==> config.mk <==
export PLATFORM = sky130hd
export DESIGN_NAME = rgb_byte_stream_to_bgra_packer_flat
export DESIGN_NICKNAME = d
export VERILOG_FILES = /design/src/sv/rgbbp_pkg.sv /design/src/sv/rgbbp_stream_if.sv /design/src/sv/rgb_byte_stream_to_bgra_packer.sv /design/src/flat_wrapper.sv
export SDC_FILE = /design/constraint.sdc
export NUM_CORES = 1
export LEC_CHECK = 0
export BUFFER_PORTS_ARGS = -buffer_cell sky130_fd_sc_hd__buf_2
export CORE_ASPECT_RATIO = 1.75
export CORE_MARGIN = 8
export CORE_UTILIZATION = 51
export CTS_BUF_LIST = sky130_fd_sc_hd__clkbuf_8
export CTS_CLUSTER_DIAMETER = 50
export DETAILED_ROUTE_END_ITERATION = 6
export PLACE_DENSITY_LB_ADDON = 0.25
export SLEW_MARGIN = 0
export SYNTH_ARGS = -nofsm -noshare
export SYNTH_HDL_FRONTEND = slang
export SYNTH_SLANG_ARGS = --single-unit
export TNS_END_PERCENT = 5
==> constraint.sdc <==
create_clock -name clk_i -period 4.25 [get_ports clk_i]
set_clock_uncertainty 0.05 [all_clocks]
set_input_delay 0.2125 -clock clk_i [delete_from_list [all_inputs] [get_ports clk_i]]
set_output_delay 0.2125 -clock clk_i [all_outputs]
set_load 0.005 [all_outputs]
==> src/sv/rgbbp_pkg.sv <==
// ----------------------------------------------------------------------------
// rgbbp_pkg
// Shared widths, layout codes and decode helpers for the BGRA pixel packer.
// ----------------------------------------------------------------------------
`default_nettype none

package rgbbp_pkg;

  localparam int unsigned ByteW   = 8;
  localparam int unsigned WordW   = 32;
  localparam int unsigned PosW    = 2;
  localparam int unsigned HeldW   = 24;
  localparam int unsigned LayoutW = 3;

  // source byte order codes
  localparam logic [LayoutW-1:0] LayoutBgr  = 3'd0;
  localparam logic [LayoutW-1:0] LayoutBgrx = 3'd1;
  localparam logic [LayoutW-1:0] LayoutRgb  = 3'd2;
  localparam logic [LayoutW-1:0] LayoutRgbx = 3'd3;
  localparam logic [LayoutW-1:0] LayoutRgba = 3'd4;

  localparam logic [ByteW-1:0] AlphaOpaque = 8'hFF;

  // decoded layout
  typedef struct packed {
    logic three_byte;  // 3-byte pixel, else 4
    logic rgb_order;   // red first in the source
    logic has_alpha;   // fourth byte carries alpha
  } layout_t;

  function automatic layout_t decode_layout(input logic [LayoutW-1:0] code);
    layout_t l;
    case (code)
      LayoutBgr:  l = '{three_byte: 1'b1, rgb_order: 1'b0, has_alpha: 1'b0};
      LayoutBgrx: l = '{three_byte: 1'b0, rgb_order: 1'b0, has_alpha: 1'b0};
      LayoutRgb:  l = '{three_byte: 1'b1, rgb_order: 1'b1, has_alpha: 1'b0};
      LayoutRgbx: l = '{three_byte: 1'b0, rgb_order: 1'b1, has_alpha: 1'b0};
      // RGBA and the unused codes above it
      default:    l = '{three_byte: 1'b0, rgb_order: 1'b1, has_alpha: 1'b1};
    endcase
    return l;
  endfunction

endpackage

`default_nettype wire

==> src/sv/rgbbp_stream_if.sv <==
// ----------------------------------------------------------------------------
// rgbbp_stream_if
// Valid/ready channels of the packer: byte input and pixel output.
// ----------------------------------------------------------------------------
`default_nettype none

interface rgbbp_byte_if
  import rgbbp_pkg::*;
();
  logic             valid;
  logic             ready;
  logic [ByteW-1:0] data_byte;
  logic             end_of_image;

  modport source (output valid, output data_byte, output end_of_image, input ready);
  modport sink   (input valid, input data_byte, input end_of_image, output ready);
endinterface

interface rgbbp_pixel_if
  import rgbbp_pkg::*;
();
  logic             valid;
  logic             ready;
  logic [WordW-1:0] pixel_word;
  logic             last_pixel;

  modport source (output valid, output pixel_word, output last_pixel, input ready);
  modport sink   (input valid, input pixel_word, input last_pixel, output ready);
endinterface

`default_nettype wire

==> src/sv/rgb_byte_stream_to_bgra_packer.sv <==
// ----------------------------------------------------------------------------
// rgb_byte_stream_to_bgra_packer
// Gathers channel bytes into pixels and emits BGRA8888 words.
// ----------------------------------------------------------------------------
//
//  channel   dir  payload                        handshake
//  byte_i    in   data_byte[7:0], end_of_image   valid/ready
//  pixel_o   out  pixel_word[31:0], last_pixel   valid/ready
//  cfg       in   cfg_wdata_i[2:0] (pixel_layout) cfg_we_i, no back-pressure
//
//  One byte is taken per cycle; a pixel word appears in the output register
//  the cycle after its last byte is accepted.
//  Bytes that do not finish a pixel are taken even while a word waits at the
//  output; a finishing byte waits only while the output register is full and
//  not being drained.
//  Reset clears the layout (BGR), the byte position and the output valid.
// ----------------------------------------------------------------------------
`default_nettype none

module rgb_byte_stream_to_bgra_packer
  import rgbbp_pkg::*;
(
  input  wire                 clk_i,
  input  wire                 rst_ni,
  input  wire                 cfg_we_i,
  input  wire  [LayoutW-1:0]  cfg_wdata_i,
  rgbbp_byte_if.sink          byte_i,
  rgbbp_pixel_if.source       pixel_o
);

  // configuration
  logic [LayoutW-1:0] layout_q;
  layout_t            lay;

  // pixel assembly state
  logic [PosW-1:0]  pos_q, pos_d;
  logic [HeldW-1:0] held_q, held_d;

  // output register
  logic             out_valid_q;
  logic [WordW-1:0] out_word_q;
  logic             out_last_q;

  logic             completes;   // this byte finishes a pixel
  logic             in_fire;
  logic             out_free;
  logic [ByteW-1:0] c0, c1, c2, alpha;
  logic [WordW-1:0] word;

  assign lay = decode_layout(layout_q);

  // last byte index is 2 for 3-byte layouts and 3 otherwise; a position at or
  // past it (possible after a layout change) finishes the pixel too
  assign completes = lay.three_byte ? (pos_q >= PosW'(2)) : (pos_q == PosW'(3));

  assign out_free     = !out_valid_q || pixel_o.ready;
  assign byte_i.ready = out_free || !completes;
  assign in_fire      = byte_i.valid && byte_i.ready;

  // channel steering
  always_comb begin
    c0    = held_q[7:0];
    c1    = held_q[15:8];
    c2    = lay.three_byte ? byte_i.data_byte : held_q[23:16];
    alpha = lay.has_alpha ? byte_i.data_byte : AlphaOpaque;
    if (lay.rgb_order) begin
      word = {alpha, c0, c1, c2};
    end else begin
      word = {alpha, c2, c1, c0};
    end
  end

  // position and held bytes
  always_comb begin
    pos_d  = pos_q;
    held_d = held_q;
    if (in_fire) begin
      if (completes || byte_i.end_of_image) begin
        pos_d = '0;
      end else begin
        pos_d = pos_q + PosW'(1);
      end
      if (!completes) begin
        case (pos_q)
          2'd0:    held_d[7:0]   = byte_i.data_byte;
          2'd1:    held_d[15:8]  = byte_i.data_byte;
          default: held_d[23:16] = byte_i.data_byte;
        endcase
      end
    end
  end

  always_ff @(posedge clk_i or negedge rst_ni) begin
    if (!rst_ni) begin
      layout_q    <= LayoutBgr;
      pos_q       <= '0;
      held_q      <= '0;
      out_valid_q <= 1'b0;
    end else begin
      if (cfg_we_i) begin
        layout_q <= cfg_wdata_i;
      end
      pos_q  <= pos_d;
      held_q <= held_d;
      if (in_fire && completes) begin
        out_valid_q <= 1'b1;
      end else if (pixel_o.ready) begin
        out_valid_q <= 1'b0;
      end
    end
  end

  // payload, no reset
  always_ff @(posedge clk_i) begin
    if (in_fire && completes) begin
      out_word_q <= word;
      out_last_q <= byte_i.end_of_image;
    end
  end

  assign pixel_o.valid      = out_valid_q;
  assign pixel_o.pixel_word = out_word_q;
  assign pixel_o.last_pixel = out_last_q;

  // --------------------------------------------------------------------------
  // assertions
  // --------------------------------------------------------------------------

  // a finishing byte always lands a word in the output register
  a_complete_emits: assert property (@(posedge clk_i) disable iff (!rst_ni)
    in_fire && completes |=> out_valid_q)
    else $error("finished pixel not presented");

  // end of image or a finished pixel restarts the byte position
  a_restart: assert property (@(posedge clk_i) disable iff (!rst_ni)
    in_fire && (completes || byte_i.end_of_image) |=> pos_q == '0)
    else $error("byte position not restarted");

  // an ordinary byte advances the position by one
  a_advance: assert property (@(posedge clk_i) disable iff (!rst_ni)
    in_fire && !completes && !byte_i.end_of_image |=> pos_q == $past(pos_q) + PosW'(1))
    else $error("byte position did not advance");

  // a byte that finishes a pixel is never taken while the word slot is blocked
  a_no_overwrite: assert property (@(posedge clk_i) disable iff (!rst_ni)
    out_valid_q && !pixel_o.ready && completes |-> !byte_i.ready)
    else $error("pending word would be overwritten");

endmodule

`default_nettype wire
==> src/flat_wrapper.sv <==
// flat-port wrapper written by rule: the top's interface ports become plain ports
module rgb_byte_stream_to_bgra_packer_flat import rgbbp_pkg::*;
  (clk_i, rst_ni, cfg_we_i, cfg_wdata_i, byte_i_valid, byte_i_data_byte, byte_i_end_of_image, byte_i_ready, pixel_o_valid, pixel_o_pixel_word, pixel_o_last_pixel, pixel_o_ready);
  rgbbp_byte_if byte_i_i ();
  rgbbp_pixel_if pixel_o_i ();
  input  wire clk_i;
  input  wire rst_ni;
  input  wire cfg_we_i;
  input  wire  [LayoutW-1:0] cfg_wdata_i;
  input wire logic [$bits(byte_i_i.valid)-1:0] byte_i_valid;
  input wire logic [$bits(byte_i_i.data_byte)-1:0] byte_i_data_byte;
  input wire logic [$bits(byte_i_i.end_of_image)-1:0] byte_i_end_of_image;
  output wire logic [$bits(byte_i_i.ready)-1:0] byte_i_ready;
  output wire logic [$bits(pixel_o_i.valid)-1:0] pixel_o_valid;
  output wire logic [$bits(pixel_o_i.pixel_word)-1:0] pixel_o_pixel_word;
  output wire logic [$bits(pixel_o_i.last_pixel)-1:0] pixel_o_last_pixel;
  input wire logic [$bits(pixel_o_i.ready)-1:0] pixel_o_ready;
  assign byte_i_i.valid = byte_i_valid;
  assign byte_i_i.data_byte = byte_i_data_byte;
  assign byte_i_i.end_of_image = byte_i_end_of_image;
  assign byte_i_ready = byte_i_i.ready;
  assign pixel_o_valid = pixel_o_i.valid;
  assign pixel_o_pixel_word = pixel_o_i.pixel_word;
  assign pixel_o_last_pixel = pixel_o_i.last_pixel;
  assign pixel_o_i.ready = pixel_o_ready;
  rgb_byte_stream_to_bgra_packer u_core (.clk_i(clk_i), .rst_ni(rst_ni), .cfg_we_i(cfg_we_i), .cfg_wdata_i(cfg_wdata_i), .byte_i(byte_i_i), .pixel_o(pixel_o_i));
endmodule
==> summary.md, run 1 <==
| Metric | Value |
|---|---|
| Status | finished, final reports clean |
| Synth area leaders | edfxtp_1 37%, dfrtp_1 28%, mux2_2 12%, o22a_1 5.2%, mux2i_1 3.0% |
| GR Util All Layers | 0.140 |
| Worst slack, placed | 1.56 ns |
| Crit-path max FO | 23 |
| Final Cycle Share | 0.637 |
| Placed Cells | between 200 and 300 |
| Top-area cell type share of the netlist area | 0.369 |
| Synth Area in XOR/XNOR | 0 |
| Final Hold Viols | 0 |
| Layout Utilization | 0.614 |
| Top-count cell post-synth | edfxtp_1 |
| IO buf count | just over 50 |
| Area Overhead vs Synth | 18.2% |
| Initial antenna violation count | 0 |
| Synth Area per Inst | ~15 um2 |
| Register area share after synthesis | 0.649 |
| Rel. slew slack | 0.491 |
| Pwr Density | roughly 520 mW/mm2 |
| Syn_nets | 200 |
| Cell Area, Placed | around 0.003 mm2 |
| Async SR Flop Fraction | 0.476 |
| Synthesized flop and latch total | 63 |
| Max VDD drop | 0.277 mV |
| Distinct cell type count after synthesis | 26 |
| CP startpoint kind | register |
| Number of core rows | 35 |
| CP Class | register to register |
| DRC | 0 |
| Hold Path Class | input port to register |
| Clock Latency Late Sink | between 0.3 and 0.4 ns |
| Min Clock Period, post-route | around 2.7 ns |
| CTS sink cnt | 63 |
| First-pass GRT wire length | 8.57 mm |
| Post-Syn Instances | 177 |
| RePlAce Congestion | 0.806 |
| Synth cell count leaders | 33 x edfxtp_1, 30 x dfrtp_1, 28 x mux2_2 |
| Number of antenna diodes | 0 |
| DRT iter0 DRCs | 83 |
| Resized Gates After CTS | 0 |
| Largest net degree at the start of global routing | 32 |
| Mux cell area share after synthesis | 0.147 |
| I/O pins | 52 |
| Starting Density | 0.519 |
| Die X | 70.8 um |
| GRT overflow | 0 |
| Die Ht | roughly 110 um |
| Cts bufs inserted | 9 |
| DR pass1 iterations | 6 |
| Hold Buf Count CTS | 1 |
| F_max | about 0.37 GHz |
| Post-synthesis compound-gate area fraction | 0.107 |
| Clock slew at reported path FFs | about 0.06 ns |
| Main flop type after synthesis | edfxtp_1 |
| Routed Antenna Nets | 0 |
| DR vias | around 1600 |
| Worst path required time | between 4 and 5 ns |
| WL/cell | ~18 um |
| Clock Path Buffers | 2 |
| Fin worst setup slack | 1.54 ns |
| Clk root buf | clkbuf_8 |
| Vias in the first global route | roughly 1700 |
| Vias per Instance | 5.63 |
| Final net count | 255 |
| CTS tree | done |
| DIE AREA | around 0.008 mm2 |
| Synthesized cell area | around 0.0027 mm2 |
| EDFF count, synth | 33 |
| Hold path depth | 1 |
| Fill cell total of the finished layout | approximately 430 |
| DP Wirelength | 3.60 mm |
| Largest family of logic cells by synthesized area | multiplexers |
| CP endpoint kind | register |
| Post-CTS setup buffer count | 0 |
| Total negative slack | 0 ns |
| Pwr Total | 1.66 mW |
| H-tree depth | 3 |
| Critical path arrival | about 2.9 ns |
| Hold slack | ~0.042 ns |
| Fin area | around 0.0032 mm2 |
| Cell Count, Final, Fillers Out | roughly 290 |
| Yosys warns | 0 |
| Number of max-cap violations | 0 |
| Dominant cell type by area after synthesis | edfxtp_1 |
| R2R depth | 3 |
| Final setup violating endpoints | 0 |
| RSZ-0062 raised after global routing | no |
| Slew @ Worst Pin | around 0.76 ns |
| Drt total wl | between 5 and 6 mm |
| Core area | a little over 0.005 mm2 |
| Fraction of layout cells with a size suffix above 1 | 0.422 |
| Max-slew violation count | 0 |
| Leak Pwr | around 1.3 nW |
| Simple-gate portion of the synthesized area | 0.0513 |
| Adder-cell area share of the yosys netlist | 0.0280 |
-- critical path, cell delays in order (launching register included) --
cell and delay, ns:
dfrtp_1 0.64, or4_1 0.78, a2111oi_4 0.71, mux2_2 0.41
-- worst paths after layout --
check                                    start                             to  slack [ns]
setup / recovery            u_core.layout_q[2]              u_core.held_q[16]        1.54
min in group asynchronous               rst_ni              u_core.held_q[12]        0.41
max in group asynchronous               rst_ni                u_core.pos_q[1]        3.29
setup reg to reg            u_core.layout_q[2]              u_core.held_q[16]        1.54
hold reg to reg              u_core.held_q[10]  u_core.pixel_o.pixel_word[10]        0.40
hold / removal             byte_i_end_of_image      u_core.pixel_o.last_pixel        0.04
-- cells by family (layout without fill, tap and decap cells) --
| kind of cell | Yosys count | count (layout) |
|---|---|---|
| mux | 36 | 36 |
| simple gates | 26 | 26 |
| buf+inv | 12 | 72 |
| compound gates | 34 | 34 |
| flops | 63 | 63 |
| fa+ha+maj | 6 | 6 |
-- where the power goes --
part	internal, mW	switching, mW	leakage (nW)
sequential	0.807	0.0950	0.656
combinational	0.187	0.145	0.548
clock	0.220	0.211	0.0944
-- flip-flops by register name, summed over array words and instances, names as in the netlist --
name and cells:
u_core.held_q 24, u_core.pixel_o.last_pixel 1, u_core.pixel_o.valid 1, u_core.pos_q 2
u_core.pixel_o.pixel_word 32, u_core.layout_q 3
-- routing by layer --
layer,vias up,track usage,part of all wire
met3,10,0.0531,0.071
met5,-,0,0
met1,793,0.144,0.39
li1,777,-,-
met4,0,0.0825,0.022
met2,63,0.235,0.52
-- placed cells by master (no fill, tap or decap), drive strengths merged --
cell type    Yosys  final
or4              1      1
mux2i            8      8
inv              3      5
a22o             1      1
ha               6      6
or2              1      1
nand2           10     10
mux2            28     28
edfxtp          33     33
buf              2     52
dfrtp           30     30
a2111oi          1      1
o21bai           1      1
o21ai            8      8
o31ai            2      2
o21ba            1      1
clkinv           0      3
a31oi            2      2
dlygate4sd3      0      1
nand2b          10     10
a211oi           1      1
a21oi            1      1
clkinvlp         0      1
nor4             2      2
nor2b            1      1
o22a            16     16
nand3            1      1
clkbuf           7     10
-- final cells by class --
class	instances	area, um2	area share
flip-flops and latches	63	1740	0.549
clock inverters	6	30.0	0.00947
repair buffers	53	273	0.0860
well taps	55	68.8	0.0217
multi-input cells	102	910	0.287
clock buffers	10	138	0.0434
inverters	3	11.3	0.00355
Note: power is estimated with default switching activity, not from simulation.
==> run 2, diff against run 1 <==
==> constraint.sdc (replaced) <==
create_clock -name clk_i -period 2.3 [get_ports clk_i]
set_clock_uncertainty 0.05 [all_clocks]
set_input_delay 0.115 -clock clk_i [delete_from_list [all_inputs] [get_ports clk_i]]
set_output_delay 0.115 -clock clk_i [all_outputs]
set_load 0.005 [all_outputs]
==> run 2 against run 1 <==
Non-clock buffer count up 17. Power increased by 100%. Register-to-register slack worse by 1.4 ns. Global-route usage up 0.73 points. Die area is the same. Core utilization is 4.3 points higher. Critical path depth increased by 4. Count of clock-buffer cells in the layout unchanged. Cell area is 7.1% higher. Routed wire length is 5.1% higher. Critical path type unchanged. Critical endpoint is now u_core.held_q[2]. Largest power group unchanged.
==> summary.md, run 2 (synthesis results as in run 1) <==
| Metric | Value |
|---|---|
| Starting Density | 0.519 |
| Die Ht | 112 um |
| RePlAce Congestion | 0.755 |
| Final setup violating endpoints | 0 |
| H-tree depth | 3 |
| First-pass GRT wire length | about 9.0 mm |
| GRT overflow | 0 |
| Clock Latency Late Sink | 0.32 ns |
| Worst path required time | about 2.5 ns |
| CP dominant cell by count | buf_4 |
| Number of core rows | 35 |
| Routed Antenna Nets | 0 |
| Most common cell after layout, fill and taps aside | buf_2 |
| DP Wirelength | 3.77 mm |
| I/O pins | between 50 and 60 |
| Max reg flops | 32 |
| DR vias | between 1500 and 2000 |
| Number of antenna diodes | 0 |
| Post-CTS setup buffer count | 0 |
| CTS sink cnt | 63 |
| Final Cycle Share | 0.949 |
| CTS tree | done |
| Max-slew violation count | 0 |
| Critical path arrival | 2.34 ns |
| CP endpoint kind | register |
| Area Overhead vs Synth | 26.5% |
| CP Class | register to register |
| Fraction of layout cells with a size suffix above 1 | 0.449 |
| Final net count | about 270 |
| Max VDD drop | 0.518 mV |
| Pwr Density | 992 mW/mm2 |
| Min Clock Period, post-route | about 2.2 ns |
| Initial antenna violation count | 0 |
| Die X | 70.8 um |
| CP startpoint kind | register |
| Vias in the first global route | ~1800 |
| GR Util All Layers | 0.148 |
| Core area | about 0.0052 mm2 |
| RSZ-0062 raised after global routing | no |
| Leak Pwr | 1.42 nW |
| WL/cell | about 17 um |
| Final Hold Viols | 0 |
| Hold Path Class | input port to register |
| Clk root buf | clkbuf_8 |
| Largest net degree at the start of global routing | 34 |
| Clock slew at reported path FFs | approximately 0.06 ns |
| F_max | around 0.46 GHz |
| Worst path slowest cell | or4_4 |
| Vias per Instance | 5.54 |
| Drt total wl | 5.39 mm |
| Commonest non-fill, non-tap cells in the layout | 51 x buf_2, 33 x edfxtp_1, 30 x dfrtp_1 |
| Slew @ Worst Pin | ~0.66 ns |
| DIE AREA | 0.00793 mm2 |
| Worst path cell trace | inv_1 > ha_1 > or4_4 > buf_4 > a31oi_2 > buf_4 > mux2_2 |
| Clock Path Buffers | 2 |
| Layout Utilization | 0.657 |
| DRT iter0 DRCs | 75 |
| Crit-path max cell delay | 0.51 ns |
| Total negative slack | 0 ns |
| IO buf count | 51 |
| Rel. slew slack | 0.563 |
| Cts bufs inserted | 9 |
| Status | finished, final reports clean |
| DRC | 0 |
| Number of max-cap violations | 0 |
| Crit-path max FO | 8 |
| DR pass1 iterations | 4 |
[run 2: changes by cell type in the layout (fill, tap and decap cells not counted)]
| cell | delta |
|---|---|
| buf_6 | +1 |
| buf_4 | +10 |
| or4_4 | +1 |
| clkinv_2 | -1 |
| buf_12 | +2 |
| or4_1 | -1 |
| o21ba_2 | -1 |
| bufinv_16 | +2 |
| dlygate4sd3_1 | +4 |
| clkinvlp_4 | -1 |
| o21ba_4 | +1 |
[run 2: path summary, 6_finish.rpt]
path | start | cells past startpoint | end | slack, ns
worst max register to register | u_core.pos_q[0] | 7 | u_core.held_q[2] | 0.12
max in group asynchronous | rst_ni | 2 | u_core.layout_q[2] | 1.48
min in group asynchronous | rst_ni | 2 | u_core.held_q[15] | 0.29
worst min-delay path | cfg_we_i | 2 | u_core.layout_q[2] | 0.03
worst min register to register | u_core.held_q[11] | 0 | u_core.pixel_o.pixel_word[11] | 0.40
worst max-delay path | u_core.pos_q[0] | 7 | u_core.held_q[2] | 0.12
[run 2: final cells by class]
| type | count | area (um2) |
|---|---|---|
| timing repair buffer | 70 | 439 |
| clock buffer | 10 | 138 |
| fill | 403 | 1770 |
| clock inverter | 6 | 77.6 |
| inverter | 3 | 11.3 |
| multi-input combinational | 102 | 920 |
| sequential | 63 | 1740 |
| tap | 55 | 68.8 |
[run 2: what timing repair did]
action / 4_1_cts / 5_1_grt
resized for setup: 0 / 2
hold buffers: 5 / 0
endpoints found under the hold margin: 34 / 0
endpoints found under the setup margin: 0 / 11
[run 2: power breakdown]
part / switching, mW / internal, mW
combinational: 0.316 / 0.402
clock: 0.382 / 0.628
sequential: 0.149 / 1.49
[run 2: worst max-delay path: cells and delay by family (launching register included)]
| family | cells | cell delay (ns) |
|---|---|---|
| and+or+nand+nor | 1 | 0.51 |
| buffers and inverters | 3 | 0.45 |
| DFF | 1 | 0.35 |
| muxes | 1 | 0.35 |
| adders and majority gates | 1 | 0.20 |
| AOI/OAI and AO/OA | 1 | 0.17 |
[run 2: stage by stage]
stage               setup WS (ns)  hold WS, ns  instance area [um2]  instances  power, mW
floorplan                  -0.124       -0.231                 2720        177       2.10
global placement            0.110        0.142                 3120        288       2.33
detailed placement         0.0425        0.131                 3120        288       2.37
CTS                        0.0327       0.0218                 3390        309       3.40
global route               0.0291       0.0143                 3400        309       3.56
finish                      0.117       0.0278                 3400        309       3.37
[run 2: layer usage]
| layer | up-vias | share of wire | track usage |
|---|---|---|---|
| met5 | - | 0 | 0 |
| met4 | 0 | 0.024 | 0.0685 |
| met3 | 12 | 0.056 | 0.0585 |
| met2 | 42 | 0.54 | 0.265 |
| met1 | 847 | 0.38 | 0.141 |
| li1 | 810 | - | - |
